### config.mk
export PLATFORM = sky130hd
export DESIGN_NAME = top_k_score_selector
export DESIGN_NICKNAME = d
export VERILOG_FILES = /design/src/sv/tks_pkg.sv /design/src/sv/tks_cell.sv /design/src/sv/top_k_score_selector.sv
export VERILOG_INCLUDE_DIRS = /design/src /design/src/sv
export SDC_FILE = /design/constraint.sdc
export NUM_CORES = 2
export LEC_CHECK = 0
export BUFFER_PORTS_ARGS = -buffer_cell sky130_fd_sc_hd__buf_2
export CAP_MARGIN = 25
export CORE_MARGIN = 2
export CORE_UTILIZATION = 35
export CTS_CLUSTER_SIZE = 25
export DETAILED_ROUTE_END_ITERATION = 7
export SYNTH_ARGS = -nofsm -noshare
export SYNTH_HDL_FRONTEND = slang
export SYNTH_SLANG_ARGS = --single-unit
### constraint.sdc
create_clock -name aclk -period 18.7 [get_ports aclk]
set_clock_uncertainty 0.1 [all_clocks]
set_input_delay 3.74 -clock aclk [delete_from_list [all_inputs] [get_ports aclk]]
set_output_delay 3.74 -clock aclk [all_outputs]
set_load 0.005 [all_outputs]
### src/sv/top_k_score_selector_assert.svh
// Assertion helpers for the top-k selector, clocked on aclk, off while aresetn is low.
`ifndef TOP_K_SCORE_SELECTOR_ASSERT_SVH
`define TOP_K_SCORE_SELECTOR_ASSERT_SVH

// Same-cycle implication.
`define TKS_ASSERT_NOW(label, ante, cons, msg) \
    label: assert property (@(posedge aclk) disable iff (!aresetn) (ante) |-> (cons)) \
        else $error(msg);

// Next-cycle implication.
`define TKS_ASSERT_NEXT(label, ante, cons, msg) \
    label: assert property (@(posedge aclk) disable iff (!aresetn) (ante) |=> (cons)) \
        else $error(msg);

`endif

### src/sv/tks_pkg.sv
`timescale 1ns / 1ps
package tks_pkg;

    localparam int MAX_SELECT = 16;
    localparam int IDX_W      = $clog2(MAX_SELECT);
    localparam int CNT_W      = $clog2(MAX_SELECT + 1);
    localparam int SCORE_W    = 32;
    localparam int PAYLOAD_W  = 64;
    localparam int IN_DATA_W  = 96;
    localparam int OUT_DATA_W = 104;
    localparam int CFG_W      = 5;

    typedef struct packed {
        logic signed [SCORE_W-1:0] score;
        logic [PAYLOAD_W-1:0]      payload;
    } entry_t;

    // per-cycle command broadcast to every cell
    typedef struct packed {
        logic ins_en;
        logic shift_en;
    } cell_ctl_t;

endpackage

### src/sv/tks_cell.sv
`timescale 1ns / 1ps
module tks_cell (
    input  logic                     aclk,
    input  tks_pkg::cell_ctl_t       ctl,
    input  logic [tks_pkg::IDX_W-1:0] cell_idx,
    input  logic [tks_pkg::CNT_W-1:0] fill_cnt,
    input  tks_pkg::entry_t          new_ent,
    input  logic                     left_beats,
    input  tks_pkg::entry_t          left_ent,
    input  tks_pkg::entry_t          right_ent,
    output logic                     beats,
    output tks_pkg::entry_t          ent
);

    tks_pkg::entry_t ent_reg;
    tks_pkg::entry_t ent_next;
    logic            occupied;

    assign occupied = ({1'b0, cell_idx} < fill_cnt);
    // strict compare: an equal score stays behind the earlier arrival
    assign beats    = !occupied || ($signed(new_ent.score) > $signed(ent_reg.score));
    assign ent      = ent_reg;

    always_comb begin
        ent_next = ent_reg;
        if (ctl.ins_en) begin
            if (left_beats) begin
                ent_next = left_ent;
            end else if (beats) begin
                ent_next = new_ent;
            end
        end else if (ctl.shift_en) begin
            ent_next = right_ent;
        end
    end

    always_ff @(posedge aclk) begin
        ent_reg <= ent_next;
    end

endmodule

### src/sv/top_k_score_selector.sv
`timescale 1ns / 1ps
// channel  | ports     | tdata fields (low bit up)                  | tlast
// ---------+-----------+--------------------------------------------+----------
// in       | s_t*      | score[31:0], payload[95:32]                | batch_end
// out      | m_t*      | sel_payload[63:0], sel_score[95:64],       | run_end
//          |           | rank[99:96], zero pad[103:100]             |
// cfg      | cfg_we    | count_to_select on cfg_wdata[4:0]          | -
//
// One candidate per cycle while idle: all cells compare against the incoming score and
// the list shifts by one place behind the insertion point in the same cycle.
// After a batch end the list drains through cell 0, one result per cycle while
// m_tready is high; input is held off until the last result is loaded, if any.
// Reset (aresetn low, synchronous) empties the list and sets count_to_select to 1.
module top_k_score_selector (
    input  logic                           aclk,
    input  logic                           aresetn,
    input  logic                           s_tvalid,
    output logic                           s_tready,
    input  logic [tks_pkg::IN_DATA_W-1:0]  s_tdata,   // score, payload
    input  logic                           s_tlast,
    output logic                           m_tvalid,
    input  logic                           m_tready,
    output logic [tks_pkg::OUT_DATA_W-1:0] m_tdata,   // sel_payload, sel_score, rank, pad
    output logic                           m_tlast,
    input  logic                           cfg_we,
    input  logic [tks_pkg::CFG_W-1:0]      cfg_wdata
);

    typedef enum logic {
        ST_IDLE,
        ST_DRAIN
    } state_t;

    state_t                       state_reg;
    logic [tks_pkg::CNT_W-1:0]    cnt_reg;
    logic [tks_pkg::CFG_W-1:0]    cts_reg;
    logic [tks_pkg::CNT_W-1:0]    rem_reg;
    logic [tks_pkg::IDX_W-1:0]    rank_reg;
    logic                         m_tvalid_reg;
    logic                         m_tlast_reg;
    tks_pkg::entry_t              out_ent_reg;
    logic [tks_pkg::IDX_W-1:0]    out_rank_reg;

    tks_pkg::entry_t              new_ent;
    tks_pkg::entry_t              cell_ent   [tks_pkg::MAX_SELECT];
    logic                         cell_beats [tks_pkg::MAX_SELECT];
    tks_pkg::cell_ctl_t           ctl;
    logic                         in_acc;
    logic                         out_load;
    logic [tks_pkg::CNT_W-1:0]    cts_sat;
    logic [tks_pkg::CNT_W-1:0]    cnt_after;
    logic [tks_pkg::CNT_W-1:0]    n_emit;

    assign new_ent.score   = $signed(s_tdata[tks_pkg::SCORE_W-1:0]);
    assign new_ent.payload = s_tdata[tks_pkg::SCORE_W +: tks_pkg::PAYLOAD_W];

    assign s_tready = (state_reg == ST_IDLE);
    assign in_acc   = s_tvalid && s_tready;
    assign out_load = (state_reg == ST_DRAIN) && (!m_tvalid_reg || m_tready);

    assign ctl.ins_en   = in_acc;
    assign ctl.shift_en = out_load;

    always_comb begin
        if ({{(32 - tks_pkg::CFG_W){1'b0}}, cts_reg} > tks_pkg::MAX_SELECT) begin
            cts_sat = tks_pkg::CNT_W'(tks_pkg::MAX_SELECT);
        end else begin
            cts_sat = tks_pkg::CNT_W'(cts_reg);
        end
        if (cnt_reg == tks_pkg::CNT_W'(tks_pkg::MAX_SELECT)) begin
            cnt_after = cnt_reg;
        end else begin
            cnt_after = cnt_reg + 1'b1;
        end
        n_emit = (cts_sat < cnt_after) ? cts_sat : cnt_after;
    end

    for (genvar i = 0; i < tks_pkg::MAX_SELECT; i++) begin : g_cell
        logic            left_beats;
        tks_pkg::entry_t left_ent;
        tks_pkg::entry_t right_ent;
        if (i == 0) begin : g_head
            assign left_beats = 1'b0;
            assign left_ent   = '0;
        end else begin : g_body
            assign left_beats = cell_beats[i-1];
            assign left_ent   = cell_ent[i-1];
        end
        if (i == tks_pkg::MAX_SELECT - 1) begin : g_tail
            assign right_ent = '0;
        end else begin : g_inner
            assign right_ent = cell_ent[i+1];
        end
        tks_cell u_cell (
            .aclk       (aclk),
            .ctl        (ctl),
            .cell_idx   (tks_pkg::IDX_W'(i)),
            .fill_cnt   (cnt_reg),
            .new_ent    (new_ent),
            .left_beats (left_beats),
            .left_ent   (left_ent),
            .right_ent  (right_ent),
            .beats      (cell_beats[i]),
            .ent        (cell_ent[i])
        );
    end

    always_ff @(posedge aclk) begin
        if (!aresetn) begin
            state_reg    <= ST_IDLE;
            cnt_reg      <= '0;
            cts_reg      <= tks_pkg::CFG_W'(1);
            rem_reg      <= '0;
            rank_reg     <= '0;
            m_tvalid_reg <= 1'b0;
            m_tlast_reg  <= 1'b0;
        end else begin
            if (cfg_we) begin
                cts_reg <= cfg_wdata;
            end
            if (m_tvalid_reg && m_tready && !out_load) begin
                m_tvalid_reg <= 1'b0;
            end
            unique case (state_reg)
                ST_IDLE: begin
                    if (in_acc) begin
                        if (!s_tlast) begin
                            cnt_reg <= cnt_after;
                        end else if (n_emit == '0) begin
                            cnt_reg <= '0;
                        end else begin
                            cnt_reg   <= cnt_after;
                            rem_reg   <= n_emit;
                            rank_reg  <= '0;
                            state_reg <= ST_DRAIN;
                        end
                    end
                end
                ST_DRAIN: begin
                    if (out_load) begin
                        out_ent_reg  <= cell_ent[0];
                        out_rank_reg <= rank_reg;
                        m_tlast_reg  <= (rem_reg == tks_pkg::CNT_W'(1));
                        m_tvalid_reg <= 1'b1;
                        rem_reg      <= rem_reg - 1'b1;
                        rank_reg     <= rank_reg + 1'b1;
                        // list drops toward cell 0; occupancy no longer matters
                        if (rem_reg == tks_pkg::CNT_W'(1)) begin
                            cnt_reg   <= '0;
                            state_reg <= ST_IDLE;
                        end
                    end
                end
                default: begin
                    state_reg <= ST_IDLE;
                end
            endcase
        end
    end

    assign m_tvalid = m_tvalid_reg;
    assign m_tlast  = m_tlast_reg;
    assign m_tdata  = {{(tks_pkg::OUT_DATA_W - tks_pkg::PAYLOAD_W - tks_pkg::SCORE_W
                        - tks_pkg::IDX_W){1'b0}},
                       out_rank_reg, out_ent_reg.score, out_ent_reg.payload};

`include "top_k_score_selector_assert.svh"

    `TKS_ASSERT_NOW(a_fill_bounded, 1'b1, cnt_reg <= tks_pkg::CNT_W'(tks_pkg::MAX_SELECT), "fill count above list depth")
    `TKS_ASSERT_NOW(a_drain_nonempty, state_reg == ST_DRAIN, rem_reg != '0, "drain with nothing left to emit")
    `TKS_ASSERT_NOW(a_head_sorted, state_reg == ST_IDLE && cnt_reg >= tks_pkg::CNT_W'(2), $signed(cell_ent[0].score) >= $signed(cell_ent[1].score), "kept list out of order")
    `TKS_ASSERT_NEXT(a_last_ends_drain, out_load && rem_reg == tks_pkg::CNT_W'(1), state_reg == ST_IDLE && cnt_reg == '0, "list not cleared after final result")

endmodule

# After elaboration in Yosys (flattened, before gate mapping)
# Cells that the tools add are included.
# word_totals
regBits	1658
inputBits	107
out_inout_bits	107
word_cells	255
# classes
add_sub_neg	3
magnitude_cmp	34
n_eq_ne	23
mux	91
n_bitwise	1
n_reduce_logical	61
# ops
cell	count
2-to-1 mux 96 bit	63
greater-than comparator 32 bit	16
2-to-1 mux 5 bit	12
!= test 3 x 1 -> 1 bit, second input constant	15
< comparator 4 x 5 -> 1 bit, first input constant	8
AND reduction 2 bit	17
< comparator 3 x 5 -> 1 bit, first input constant	4
one-hot mux 5 bit (2 select lines)	2
zero test 1 bit	18
logical OR 1 bit	17
2-to-1 mux 4 bit	4
< comparator 1 x 5 -> 1 bit, first input constant	2
< comparator 2 x 5 -> 1 bit, first input constant	2
!= test 2 x 1 -> 1 bit, second input constant	5
2-to-1 mux 1 bit	8
one-hot mux 4 bit (2 select lines)	1
AND reduction 3 bit	2
adder 5 x 1 -> 5 bit, second input constant	1
equality test 5 x 1 -> 1 bit, second input constant	1
equality test 5 bit, second input constant	1
greater-than comparator 5 bit, second input constant	1
zero test 5 bit	1
< comparator 5 bit	1
subtractor 5 x 1 -> 5 bit, second input constant	1
7 further kinds	10

# Longest topological paths before layout
# logic_depth
word_depth	9
ltp_mapped	14
depth_no_buf	12

# By module
# Synthesis repeated with hierarchy kept, for this count alone.
# unflattened
hier_cells	9163
area_unflattened_um2	97478.5
# modules_own_cells
mod	instances	cells_each	area_each_um2	seq_area_each_um2
tks_cell	16	556	5813.1	2882.8
top_k_score_selector	1	267	4469.3	3443.3

# Worst setup path before layout
# OpenSTA, ideal clock, no wires.
# synth_path
kind	input port to flip-flop
from	input port s_tdata[0] in the netlist's numbering
to	register g_cell[0].u_cell.ent_reg (netlist bit g_cell[0].u_cell.ent[0]), enable pin
setup_time_ps	683
t_arrival_ps	13031
t_required_ps	17917
path_slack_ps	4886
stages	13
path_buffers	3
cell_sequence	clkbuf_1 inv_1 ha_1 nor2b_1 o211ai_1 a2111oi_0 or4b_1 a211oi_1 o21bai_1 clkbuf_1 clkbuf_1 nor2_1 o21ai_0
# synth_between
elab_chain_cells	4
# synth_lines
element	line	text
start: declaration	top_k_score_selector.sv:19	input logic [tks_pkg::IN_DATA_W-1:0] s_tdata,
greater-than comparator 32 bit	tks_cell.sv:21	assign beats = !occupied || ($signed(new_ent.score) > $signed(ent_reg.score));
logical OR 1 bit	tks_cell.sv:21	
!= test 2 x 1 -> 1 bit (no line)	n/a	
AND reduction 2 bit (no line)	n/a	
end signal: assignment	tks_cell.sv:38	ent_reg <= ent_next;
end: declaration	tks_cell.sv:15	tks_pkg::entry_t ent_reg;
# No other way between the ends.
# A chain may end at the register's enable or synchronous reset.

# Final worst setup path
# layout_path
from	input port s_tdata[1] in the netlist's numbering
to	register g_cell[0].u_cell.ent_reg (netlist bit g_cell[0].u_cell.ent[12]), enable pin
# Same word-level chain as after synthesis.

==> run_results.csv <==
group,metric,value,unit
sta,relSlewSlack,0.210,
yosys,ys_seq_area_frac,0.531,
sta,tns,0,ns
finish,multi_input_area,39100,sq um
placement,hpwl,205000,microns
pwr,p_per_area,134,nW/um^2
yosys,ys_ff_latch,1658,
yosys,synth_top_cell_area_share,0.526,
routing,routed_wl,340000,microns
yosys,syn_area,93400,sq um
grt,antenna_found_initial,25,
floorplanning,die-width,521,microns
yosys,synth-edff-count,1636,
yosys,synth.mux.area_fraction,0.0323,
clocking,cts.path.max_buffers,3,
critical_path,worst_setup_path_end_kind,"flop",
finish,drive_gt1_frac,0.0744,
floorplanning,rows,189,
critical_path,r2r_slack,12.75,ns
clocking,cts_tree,"yes",
clocking,cts_root_buf,"clkbuf_16",
sta,fin_ws,10.03,ns
critical_path,worst_r2r_path_depth,8,
worst_hold_path,worstHoldPathCells,0,
grt,grt_remaining_overflow,0,
routing,drt-vias-per-instance,6.13,
grt,grt_pass1_wl,499000,microns
yosys,synth_top_family_by_area,"compound AO/OA/AOI/OAI gates",
critical_path,cp_slowest_cell,"buf_4",
critical_path,r2r-end,"g_cell[5].u_cell.ent[44]$_DFFE_PP_",
run,max_cap_viol_count,0,
critical_path,critical_path.max_fanout,49,
yosys,synthArstFlopShare,0,
sta,drv_slew,0,
pwr,peakVddDrop,0.0000972,V
sta,fmax,115,MHz
yosys,synth_ff_type,"edfxtp_1",
sta,max_slew.worst_pin.slew,1.19,ns
yosys,synth_compound_area_frac,0.162,
floorplanning,die-area,271000,sq um
worst_hold_path,min_from,"g_cell[0].u_cell.ent[57]$_DFFE_PP_",
critical_path,cp_common_cell,"buf_4",
critical_path,r2r-start,"state_reg$_SDFF_PN0_",
placement,port_buffers,209,
critical_path,cp.required,19.06,ns
clocking,cts.repair.resized,0,
grt,gr-usage-met2,0.382,
grt,grt.busiest_layer,"met2",
yosys,synth.distinct_cells,71,
sta,period_minus_slack,8.67,ns
yosys,synth-simple-area-share,0.149,
finish,nets,9735,
routing,drt_iter0_drc,10900,
critical_path,arrival,9.03,ns
clocking,numCtsBuffers,187,
floorplanning,io_pins,214,
grt,grt_use_met1,0.325,
yosys,yosys.area_share.xor_xnor,0.000375,
yosys,syn-mean-instance-area,9.97,sq um
routing,vias,78500,
finish,regArea,49600,sq um
critical_path,crit_type,"in -> reg",
grt,grt_max_degree,199,
routing,first_pass_iters,7,
sta,min_period_over_period,0.464,
finish,final.fill_count,25900,
critical_path,cp_cell_sequence,"buf_2, ha_1, nor2b_1, o211ai_1, a2111oi_0, or4b_1, a211oi_1, o21bai_4, buf_4, nor2_1, o21ai_4, buf_4, buf_4",
clocking,post_cts_buffers,0,
clocking,clk_pin_slew,0.06,ns
worst_hold_path,holdPathEnd,"m_tdata[57]$_DFFE_PP_",
grt,met3_usage,0.0410,
clocking,cts_hold_buf,0,
yosys,yosysTopAreaCell,"edfxtp_1",
pwr,p_leak,38.5,nW
finish,largest_register_ffs,1536,
floorplanning,initial_core_util,0.352,
worst_hold_path,hp-class,"reg -> reg",
clocking,h-tree-depth,4,
floorplanning,die_y,521,microns
yosys,yosys.area_share.adder,0.0696,
placement,gp_congestion,0.916,
sta,setup_viol,0,
status,outcome,"completed",
grt,grt_pass1_vias,75700,
sta,hold_violations,0,
grt,grtUsageTotal,0.241,
critical_path,crit_path_max_incr_delay,0.93,ns
routing,ant_nets,0,
floorplanning,core,265000,sq um
routing,wl_per_cell,26.6,microns
routing,drc_errors,0,
critical_path,start_kind,"input port",
clocking,clock_sinks,1658,
yosys,synth_commonest_cells,"edfxtp_1, nand2_1, nand3_1",
yosys,syn_inst,9367,
yosys,synth_most_common_cell,"edfxtp_1",
yosys,yosys-top-cells-area,"edfxtp_1, ha_1, nand2_1, nand3_1, o211ai_1",
placement,pre_cts_slack,9.28,ns
finish,syn_to_final_growth,10.8,%
sta,rsz0062_at_grt,"no",
yosys,ys_warn_count,0,
clocking,clock_latency,0.88,ns
## report_power, final
group / total (mW) / switching, mW / internal, mW / leakage (nW)
sequential: 6.28 / 0.683 / 5.59 / 16.3
clock: 3.68 / 1.66 / 2.02 / 2.92
combinational: 3.90 / 2.68 / 1.21 / 19.3
## logic make-up after synthesis
group | after synthesis
AO/OA/AOI/OAI | 2403
other | 1
XOR/XNOR | 4
flip-flops | 1658
multiplexers | 301
AND/OR/NAND/NOR | 3121
adder cells (fa/ha/maj) | 520
buffers and inverters | 1359
## area by class of cell
type,instances,area share
diodes,9,0.000218
clock buffers,227,0.0480
clock inverters,120,0.00957
inverters,536,0.0194
multi-input cells,6353,0.377
flip-flops and latches,1658,0.479
well taps,3533,0.0427
repair buffers,372,0.0242
## stage by stage
| stage | std cells | cell area, sq um | power, mW | hold slack, ns | util |
|---|---|---|---|---|---|
| after floorplan | 9370 | 93400 | 8.62 | 0.317 | - |
| after global placement | 12400 | 97400 | 9.99 | 0.335 | 0.367 |
| after detailed placement | 12500 | 97500 | 10.1 | 0.332 | 0.368 |
| after CTS | 12800 | 103000 | 13.8 | 0.350 | 0.390 |
| after global routing | 12800 | 104000 | 14.5 | 0.360 | 0.390 |
| final | 12800 | 104000 | 13.9 | 0.342 | 0.390 |
## layer usage
layer	wire length, microns	share of wire	vias to the layer above
li1	-	-	34500
met1	138000	0.41	38800
met2	155000	0.45	4443
met3	32300	0.095	775
met4	15000	0.044	10
met5	61	0.00018	-
## critical path: cells and delay by family
family | cells | cell delay, ns
AO/OA/AOI/OAI | 5 | 1.04
adder cells (fa/ha/maj) | 1 | 0.35
buffers and inverters | 4 | 2.70
AND/OR/NAND/NOR | 3 | 1.00
## how the worst max path moves through the flow
stage,endpoint,slack (ns),startpoint,cells past startpoint
floorplan,g_cell[0].u_cell.ent[0]$_DFFE_PP_,4.89,s_tdata[0],13
global placement,g_cell[4].u_cell.ent[34]$_DFFE_PP_,9.30,s_tdata[31],12
detailed placement,g_cell[4].u_cell.ent[36]$_DFFE_PP_,9.28,s_tdata[23],12
CTS,g_cell[4].u_cell.ent[11]$_DFFE_PP_,10.18,s_tdata[23],12
global route,g_cell[0].u_cell.ent[12]$_DFFE_PP_,9.95,s_tdata[1],13
finish,g_cell[0].u_cell.ent[12]$_DFFE_PP_,10.03,s_tdata[1],13
## placed cells by master, fill, tap and decap left out, drive strengths merged, types with 8 or more instances in the layout
cell and instances:
a211oi 45, nand3 827, bufinv 9, clkbuf 227, o221ai 220, a21oi 557
or3 9, a22oi 65, diode 9, nand4 104, a31oi 299, dfxtp 22
buf 372, inv 544, o21a 10, nor3 442, nor2b 28, a21o 50
a221oi 8, ha 520, nand2 1197, and2 8, a21boi 12, o21ai 597
clkinv 100, mux2i 299, o211ai 476, nor2 440, nor4 21, edfxtp 1636
nand2b 11
(Power assumes the default switching activity.)
